[src/rtl/ppg_pkg.sv]
// Shared constants, types and constant tables for the plasma pixel generator.
`default_nettype none

package ppg_pkg;

  localparam int unsigned MaxWidth  = 1024;
  localparam int unsigned MaxHeight = 1024;
  localparam int unsigned TableSize = 256;

  localparam int unsigned CoordW = 10;
  localparam int unsigned SizeW  = 11;
  localparam int unsigned IdxW   = 8;
  localparam int unsigned ColorW = 16;

  // Configuration register indexes.
  localparam logic [1:0] RegFrameWidth  = 2'd0;
  localparam logic [1:0] RegFrameHeight = 2'd1;

  localparam logic [SizeW-1:0] FrameWidthReset  = 11'd320;
  localparam logic [SizeW-1:0] FrameHeightReset = 11'd240;

  typedef logic [TableSize-1:0][7:0]        sine_tab_t;
  typedef logic [TableSize-1:0][ColorW-1:0] pal_tab_t;

  typedef logic [64:0][7:0] quarter_t;

  // First quarter of the sine wave, amplitude 127, entry 0 in the lowest slot.
  localparam quarter_t SineQuarter = {
    8'd127, 8'd126, 8'd126, 8'd126, 8'd126, 8'd126, 8'd125, 8'd125, 8'd124, 8'd123,
    8'd123, 8'd122, 8'd121, 8'd120, 8'd119, 8'd118, 8'd117, 8'd116, 8'd114, 8'd113,
    8'd112, 8'd110, 8'd108, 8'd107, 8'd105, 8'd103, 8'd102, 8'd100, 8'd98,  8'd96,
    8'd94,  8'd91,  8'd89,  8'd87,  8'd85,  8'd82,  8'd80,  8'd78,  8'd75,  8'd73,
    8'd70,  8'd67,  8'd65,  8'd62,  8'd59,  8'd57,  8'd54,  8'd51,  8'd48,  8'd45,
    8'd42,  8'd39,  8'd36,  8'd33,  8'd30,  8'd27,  8'd24,  8'd21,  8'd18,  8'd15,
    8'd12,  8'd9,   8'd6,   8'd3,   8'd0
  };

  function automatic sine_tab_t build_sine();
    sine_tab_t tab;
    int        q;
    int        m;
    logic [7:0] v;
    for (int i = 0; i < TableSize; i++) begin
      q = i % 128;
      m = (q <= 64) ? q : 128 - q;
      v = SineQuarter[m];
      tab[i] = (i < 128) ? v : 8'(-v);
    end
    return tab;
  endfunction

  function automatic int blend(int a, int b, int k);
    int d;
    d = (b - a) * k;
    return (a + d / 127) % 256;
  endfunction

  function automatic pal_tab_t build_palette();
    pal_tab_t   tab;
    int         k;
    logic [7:0] r;
    logic [7:0] g;
    logic [7:0] b;
    for (int i = 0; i < TableSize; i++) begin
      if (i < 128) begin
        k = i;
        r = 8'(blend(18, 70, k));
        g = 8'(blend(30, 20, k));
        b = 8'(blend(110, 105, k));
      end else begin
        k = i - 128;
        r = 8'(blend(70, 130, k));
        g = 8'(blend(20, 20, k));
        b = 8'(blend(105, 35, k));
      end
      tab[i] = {r[7:3], g[7:2], b[7:3]};
    end
    return tab;
  endfunction

  localparam sine_tab_t SineRom    = build_sine();
  localparam pal_tab_t  PaletteRom = build_palette();

endpackage

`default_nettype wire

[src/rtl/plasma_pattern_pixel_generator_core.sv]
// Top level of the plasma pixel generator: raster counters, ROM pipeline, output stage.
`default_nettype none

// Plasma pattern pixel generator.
// Every transfer on the slave stream whose step bit is 1 produces the next pixel of the
// frame in raster order on the master stream; a transfer with step 0 is consumed and
// produces nothing. The master tdata carries column, row and RGB565 color, tlast marks
// the last pixel of a row and tuser the last pixel of a frame.
// The frame size registers are written through the cfg channel, which is always ready;
// sizes of 0 act as 1 and sizes above 1024 act as 1024. Writes leave the counters alone.
// A pixel goes through three register stages: the sine ROM reads, the palette index
// multiply, and the palette ROM read into the output register, which drives the master
// side; one pixel per cycle is sustained while the master side is ready.
// The stages only hold while the stage after them is full and stalled, so requests keep
// being accepted while the output waits, until every stage is occupied.
// Reset clears the counters, the phase and all stage valids and restores the sizes to
// 320 by 240; the first frame after reset uses phase 1.
module plasma_pattern_pixel_generator_core (
  input  wire logic        clk_i,
  input  wire logic        rst_ni,
  // Request stream. tdata: [0] step, [7:1] zero.
  input  wire logic        s_axis_tvalid,
  output logic             s_axis_tready,
  input  wire logic [7:0]  s_axis_tdata,
  // Pixel stream. tdata: [9:0] pixel_x, [19:10] pixel_y, [35:20] color, [39:36] zero.
  output logic             m_axis_tvalid,
  input  wire logic        m_axis_tready,
  output logic [39:0]      m_axis_tdata,
  output logic             m_axis_tlast,  // end_of_line
  output logic             m_axis_tuser,  // end_of_frame
  // Configuration writes.
  input  wire logic        cfg_valid_i,
  output logic             cfg_ready_o,
  input  wire logic [1:0]  cfg_index_i,
  input  wire logic [10:0] cfg_data_i
);

  localparam int unsigned CW = ppg_pkg::CoordW;
  localparam int unsigned SW = ppg_pkg::SizeW;
  localparam int unsigned IW = ppg_pkg::IdxW;

  logic [SW-1:0] width_q, height_q;
  logic [SW-1:0] width_eff, height_eff;

  logic [CW-1:0] col_q, col_d, row_q, row_d;
  logic [IW-1:0] phase_q, phase_d;

  logic          ld1, ld2, ld3;
  logic          v1_q, v2_q, v3_q;
  logic          eol0, eof0;
  logic [IW-1:0] idx_a, idx_b, idx_c;

  logic [CW-1:0] x1_q, y1_q, x2_q, y2_q, x3_q, y3_q;
  logic          eol1_q, eof1_q, eol2_q, eof2_q, eol3_q, eof3_q;
  logic signed [7:0] sa_q, sb_q, sc_q;
  logic [IW-1:0] cidx_q;
  logic [ppg_pkg::ColorW-1:0] color_q;

  logic signed [SW-1:0] sum_s;
  logic [16:0]          prod;

  // Configuration registers.
  assign cfg_ready_o = 1'b1;

  always_ff @(posedge clk_i or negedge rst_ni) begin
    if (!rst_ni) begin
      width_q  <= ppg_pkg::FrameWidthReset;
      height_q <= ppg_pkg::FrameHeightReset;
    end else if (cfg_valid_i) begin
      case (cfg_index_i)
        ppg_pkg::RegFrameWidth:  width_q  <= cfg_data_i;
        ppg_pkg::RegFrameHeight: height_q <= cfg_data_i;
        default: ;
      endcase
    end
  end

  always_comb begin
    if (width_q == '0) begin
      width_eff = SW'(1);
    end else if (width_q > SW'(ppg_pkg::MaxWidth)) begin
      width_eff = SW'(ppg_pkg::MaxWidth);
    end else begin
      width_eff = width_q;
    end
    if (height_q == '0) begin
      height_eff = SW'(1);
    end else if (height_q > SW'(ppg_pkg::MaxHeight)) begin
      height_eff = SW'(ppg_pkg::MaxHeight);
    end else begin
      height_eff = height_q;
    end
  end

  // Stage handshakes: a stage loads when the one after it is empty or moving on.
  assign ld3           = v2_q & (~v3_q | m_axis_tready);
  assign ld2           = v1_q & (~v2_q | ld3);
  assign s_axis_tready = ~v1_q | ld2;
  assign ld1           = s_axis_tvalid & s_axis_tready & s_axis_tdata[0];

  // Raster position and ROM addresses for the pixel being requested.
  always_comb begin
    phase_d = phase_q;
    if (col_q == '0 && row_q == '0) begin
      phase_d = phase_q + IW'(1);
    end
    eol0 = ({1'b0, col_q} + SW'(1)) >= width_eff;
    eof0 = eol0 & (({1'b0, row_q} + SW'(1)) >= height_eff);
    if (eol0) begin
      col_d = '0;
      row_d = eof0 ? '0 : row_q + CW'(1);
    end else begin
      col_d = col_q + CW'(1);
      row_d = row_q;
    end
    idx_a = IW'(3) * col_q[IW-1:0] + {phase_d[IW-2:0], 1'b0};
    idx_b = {row_q[IW-3:0], 2'b00} + IW'(3) * phase_d;
    idx_c = {col_q[IW-2:0], 1'b0} + {row_q[IW-2:0], 1'b0} + phase_d;
  end

  always_ff @(posedge clk_i or negedge rst_ni) begin
    if (!rst_ni) begin
      col_q   <= '0;
      row_q   <= '0;
      phase_q <= '0;
    end else if (ld1) begin
      col_q   <= col_d;
      row_q   <= row_d;
      phase_q <= phase_d;
    end
  end

  // Stage valids.
  always_ff @(posedge clk_i or negedge rst_ni) begin
    if (!rst_ni) begin
      v1_q <= 1'b0;
      v2_q <= 1'b0;
      v3_q <= 1'b0;
    end else begin
      if (ld1) begin
        v1_q <= 1'b1;
      end else if (ld2) begin
        v1_q <= 1'b0;
      end
      if (ld2) begin
        v2_q <= 1'b1;
      end else if (ld3) begin
        v2_q <= 1'b0;
      end
      if (ld3) begin
        v3_q <= 1'b1;
      end else if (m_axis_tready) begin
        v3_q <= 1'b0;
      end
    end
  end

  // Stage 1: three synchronous sine ROM reads.
  always_ff @(posedge clk_i) begin
    if (ld1) begin
      sa_q   <= ppg_pkg::SineRom[idx_a];
      sb_q   <= ppg_pkg::SineRom[idx_b];
      sc_q   <= ppg_pkg::SineRom[idx_c];
      x1_q   <= col_q;
      y1_q   <= row_q;
      eol1_q <= eol0;
      eof1_q <= eof0;
    end
  end

  // Stage 2: the biased sum of the sines is at least 3, so it fits ten unsigned bits.
  assign sum_s = SW'(sa_q) + SW'(sb_q) + SW'(sc_q) + SW'(384);
  assign prod  = 17'(sum_s[SW-2:0]) * 17'd85;

  always_ff @(posedge clk_i) begin
    if (ld2) begin
      cidx_q <= prod[15:8];
      x2_q   <= x1_q;
      y2_q   <= y1_q;
      eol2_q <= eol1_q;
      eof2_q <= eof1_q;
    end
  end

  // Stage 3: synchronous palette ROM read into the output register.
  always_ff @(posedge clk_i) begin
    if (ld3) begin
      color_q <= ppg_pkg::PaletteRom[cidx_q];
      x3_q    <= x2_q;
      y3_q    <= y2_q;
      eol3_q  <= eol2_q;
      eof3_q  <= eof2_q;
    end
  end

  assign m_axis_tvalid = v3_q;
  assign m_axis_tdata  = {4'b0000, color_q, y3_q, x3_q};
  assign m_axis_tlast  = eol3_q;
  assign m_axis_tuser  = eof3_q;

endmodule

`default_nettype wire

[config.mk]
export PLATFORM = sky130hd
export DESIGN_NAME = plasma_pattern_pixel_generator_core
export DESIGN_NICKNAME = d
export VERILOG_FILES = /design/src/rtl/ppg_pkg.sv /design/src/rtl/plasma_pattern_pixel_generator_core.sv
export SDC_FILE = /design/constraint.sdc
export NUM_CORES = 1
export LEC_CHECK = 0
export ABC_CLOCK_PERIOD_IN_PS = 5080
export BUFFER_PORTS_ARGS = -buffer_cell sky130_fd_sc_hd__buf_2
export CAP_MARGIN = 20
export CORE_UTILIZATION = 35
export CTS_CLUSTER_SIZE = 20
export DETAILED_ROUTE_END_ITERATION = 8
export PLACE_DENSITY = 0.48
export SYNTH_ARGS = -nofsm -noshare
export SYNTH_HDL_FRONTEND = slang
export SYNTH_SLANG_ARGS = --single-unit
[constraint.sdc]
create_clock -name clk_i -period 5.08 [get_ports clk_i]
set_input_delay 0.508 -clock clk_i [delete_from_list [all_inputs] [get_ports clk_i]]
set_output_delay 0.508 -clock clk_i [all_outputs]
set_load 0.05 [all_outputs]
==> results.cfg <==
[route]
via_count = 13480
wl_mm = 45.19
drcViolationCount = 1
wire_per_inst_um = 18.73
antenna_left = 0
drt-initial-drc-count = 1114
via_per_inst = 5.590
firstDrtPassIters = 9

[synthesis]
synth_top_area_cell = edfxtp_1
synth_edf_count = 109
synthArstFlopShare = 0.3272
yosys_warnings = 0
synth_top_area_frac = 0.2223
syn_inst = 1675
synth_cell_type_count = 84
synth.avg_cell_area_um2 = 8.791
synth_area_leaders = edfxtp_1 22%, ha_1 10%, dfrtp_1 8.0%
synthFlopType = edfxtp_1
synthesis.area_um2 = 14720
seq_area_frac_synth = 0.3129
ys_seq_elements = 162

[outcome]
outcome = finished, violations left
violations = design-rule violations

[critical_path]
cp_cell_sequence = fa_1 -> ha_4 -> ha_4 -> fa_2 -> a21o_1 -> a21oi_2 -> buf_4 -> xnor2_1 -> ha_1 -> inv_2 -> fa_1 -> inv_2 -> ha_4 -> ha_4 -> ha_4 -> or3_4 -> a221oi_4 -> o31ai_1 -> a21oi_1 -> xnor2_1
worstPathMaxFanout = 3
ff2ff_setup_slack_ps = 3
critical_path_class = reg2reg
startpoint = sa_q[2]
crit_top_cell = ha_4
worstReg2RegStart = sa_q[2]
timing.rr.end = cidx_q[6]
max_stage_delay_ps = 600
crit_required_ps = 5270
critical_path.top_delay_family = adder cells
critPathSlowestCell = fa_1
ff2ff_path_depth = 20
worstSetupEndpointType = register
crit_buf_inv = 3
crit_arrival_ps = 5270
startpoint_type = register

[place]
portBuffers = 53
place.gp.congestion = 0.9349
place.detailed.hpwl_mm = 33.56
dpl_worst_slack_ps = -220.2

[sta]
rsz0062_at_grt = true
maxSlewHeadroom = 0.4395
worst_slack_ps = 2.788
drv_slew = 0
timing.final.crit_period_ps = 5077
worst_pin_slew_ps = 840.7
period_share = 0.9995
clock_skew_ps = 12.31
fmax_mhz = 197.0
finalHoldViolations = 0
setup_viol = 0

[global_routing]
grt_usage = 0.2082
grt_pass1_vias = 12890
overflow = 0
antenna_found_initial = 0
grt_max_degree = 54
grt_pass1_wl_mm = 70.95

[clock_network]
cts.clk_slew.worst_paths_ps = 70
cts_hold_buffers = 0
cts_tree = done
numCtsBuffers = 17
clock_latency_ps = 450
cts-root-buf = clkbuf_16
htreeDepth = 4
cts.sinks = 162
clk_path_buf_depth = 2

[floorplan]
die_h_um = 207.1
initial_core_util = 0.3574
die_w_um = 207.1
die_area_um2 = 42890
coreArea_um2 = 41200
rows = 74
ioPinCount = 71

[min_path]
hp-class = in2async

[cells_and_area]
area_delta_synth_final_pct = 26.11
drive_gt1_frac = 0.2654
insertedDiodeCount = 0
num-fill-cells = 4010
nets = 2054

[run]
maxCapViolCount = 0
==> worst max-delay path by stage <==
| stage | slack (ps) | cells past startpoint | to |
|---|---|---|---|
| 2_1_floorplan | -20 | 18 | cidx_q[7] |
| 3_5_place_dp | -220 | 17 | cidx_q[7] |
| 3_3_place_gp | -170 | 17 | cidx_q[7] |
| 6_report | 3 | 20 | cidx_q[6] |
| 5_1_grt | -160 | 20 | cidx_q[6] |
| 4_1_cts | -50 | 20 | cidx_q[6] |
==> worst register-to-register path, stage by stage, from the launching register on <==
cell	delay [ps]
edfxtp_1	400
fa_1	600
ha_4	220
ha_4	160
fa_2	380
a21o_1	180
a21oi_2	140
buf_4	130
xnor2_1	60
ha_1	300
inv_2	50
fa_1	560
inv_2	50
ha_4	240
ha_4	240
ha_4	150
or3_4	390
a221oi_4	210
o31ai_1	110
a21oi_1	180
xnor2_1	80
==> layout make-up <==
type,count,area [um2],area share
clock inverters,15,165.2,0.008894
multi-input cells,1279,9973,0.5371
inverters,108,412.9,0.02224
well taps,532,665.6,0.03585
repair buffers,299,2320,0.1249
clock buffers,17,425.4,0.02291
flip-flops and latches,162,4607,0.2481
==> metal layers <==
metal  global-route usage  share of wire
met1               0.2848           0.45
met2               0.3387           0.47
met3              0.02502          0.044
met4              0.07385          0.027
met5                    0              0
==> sequential cells by signal, indices dropped and copies added, names as in the netlist, 10 cells and up <==
| name | flops |
|---|---|
| x3_q | 10 |
| x2_q | 10 |
| height_q | 11 |
| x1_q | 10 |
| col_q | 10 |
| width_q | 11 |
| y2_q | 10 |
| color_q | 11 |
| y3_q | 10 |
| row_q | 10 |
| y1_q | 10 |
==> synthesized netlist by cell type, types with 11 or more instances <==
cell type / count
o21ai_0: 124
xor2_1: 27
ha_1: 123
xnor2_1: 55
edfxtp_1: 109
a31oi_1: 40
clkbuf_1: 105
mux2_2: 27
o22ai_1: 19
nor2_1: 116
nand2b_1: 21
o311ai_0: 12
mux2i_1: 14
fa_1: 38
a21o_1: 17
nand2_1: 156
inv_1: 102
o211ai_1: 28
a211oi_1: 31
dfrtp_1: 47
and2_1: 11
a221oi_1: 11
buf_1: 12
nand3_1: 49
a311oi_1: 14
nor2b_1: 19
nor3_1: 30
a21oi_1: 128
==> stage by stage <==
stage	utilization	area, um2	std cells	setup TNS, ps	hold WS (ps)
6_report	0.4507	18570	2412	0	198.8
5_1_grt	0.4507	18570	2412	-474.7	254.2
2_1_floorplan	-	14870	1683	-15.11	212.4
4_1_cts	0.4339	17880	2390	-48.35	217.2
3_3_place_gp	0.4149	17100	2354	-721.3	402.4
3_5_place_dp	0.4154	17120	2355	-1059	404.5
==> cell families (layout without fill, tap and decap cells) <==
| logic type | after synthesis | count (layout) | synth area share |
|---|---|---|---|
| DFF | 162 | 162 | 0.3129 |
| buffers and inverters | 242 | 439 | 0.06645 |
| xor gates and xnor gates | 84 | 84 | 0.05141 |
| and+or+nand+nor | 459 | 459 | 0.1468 |
| muxes | 47 | 47 | 0.03934 |
| AOI/OAI and AO/OA | 518 | 518 | 0.2265 |
| adders and majority gates | 161 | 161 | 0.1562 |
| other | 2 | 10 | 0.0005100 |
==> repair_timing <==
action                                  4_1_cts  5_1_grt
endpoints found under the setup margin       15       26
pin swaps                                    34       61
resized for setup                            26       92
gates cloned                                  0        1
buffers inserted                              3       23
==> cells in the final DEF (no fill, tap or decap), types with 15 or more instances in the layout <==
cell type / synthesis / final
buf_4: 10 / 226
xnor2_2: 1 / 15
o21ai_0: 124 / 116
a31oi_1: 40 / 40
nand2_1: 156 / 155
dfrtp_1: 47 / 47
nand3_1: 49 / 48
xor2_1: 27 / 21
mux2_2: 27 / 27
clkbuf_16: 0 / 18
xnor2_1: 55 / 40
buf_2: 4 / 53
nor2b_1: 19 / 18
fa_1: 38 / 32
nor2_1: 116 / 111
nor3_1: 30 / 26
inv_2: 3 / 17
ha_4: 0 / 28
inv_1: 102 / 87
a211oi_1: 31 / 29
o211ai_1: 28 / 28
edfxtp_1: 109 / 109
o22ai_1: 19 / 18
a21oi_1: 128 / 121
nand2b_1: 21 / 21
ha_1: 123 / 88
a21o_1: 17 / 17
Power is not shown: default switching activity piles up to over one toggle a cycle in this logic, so the estimate is an artifact.
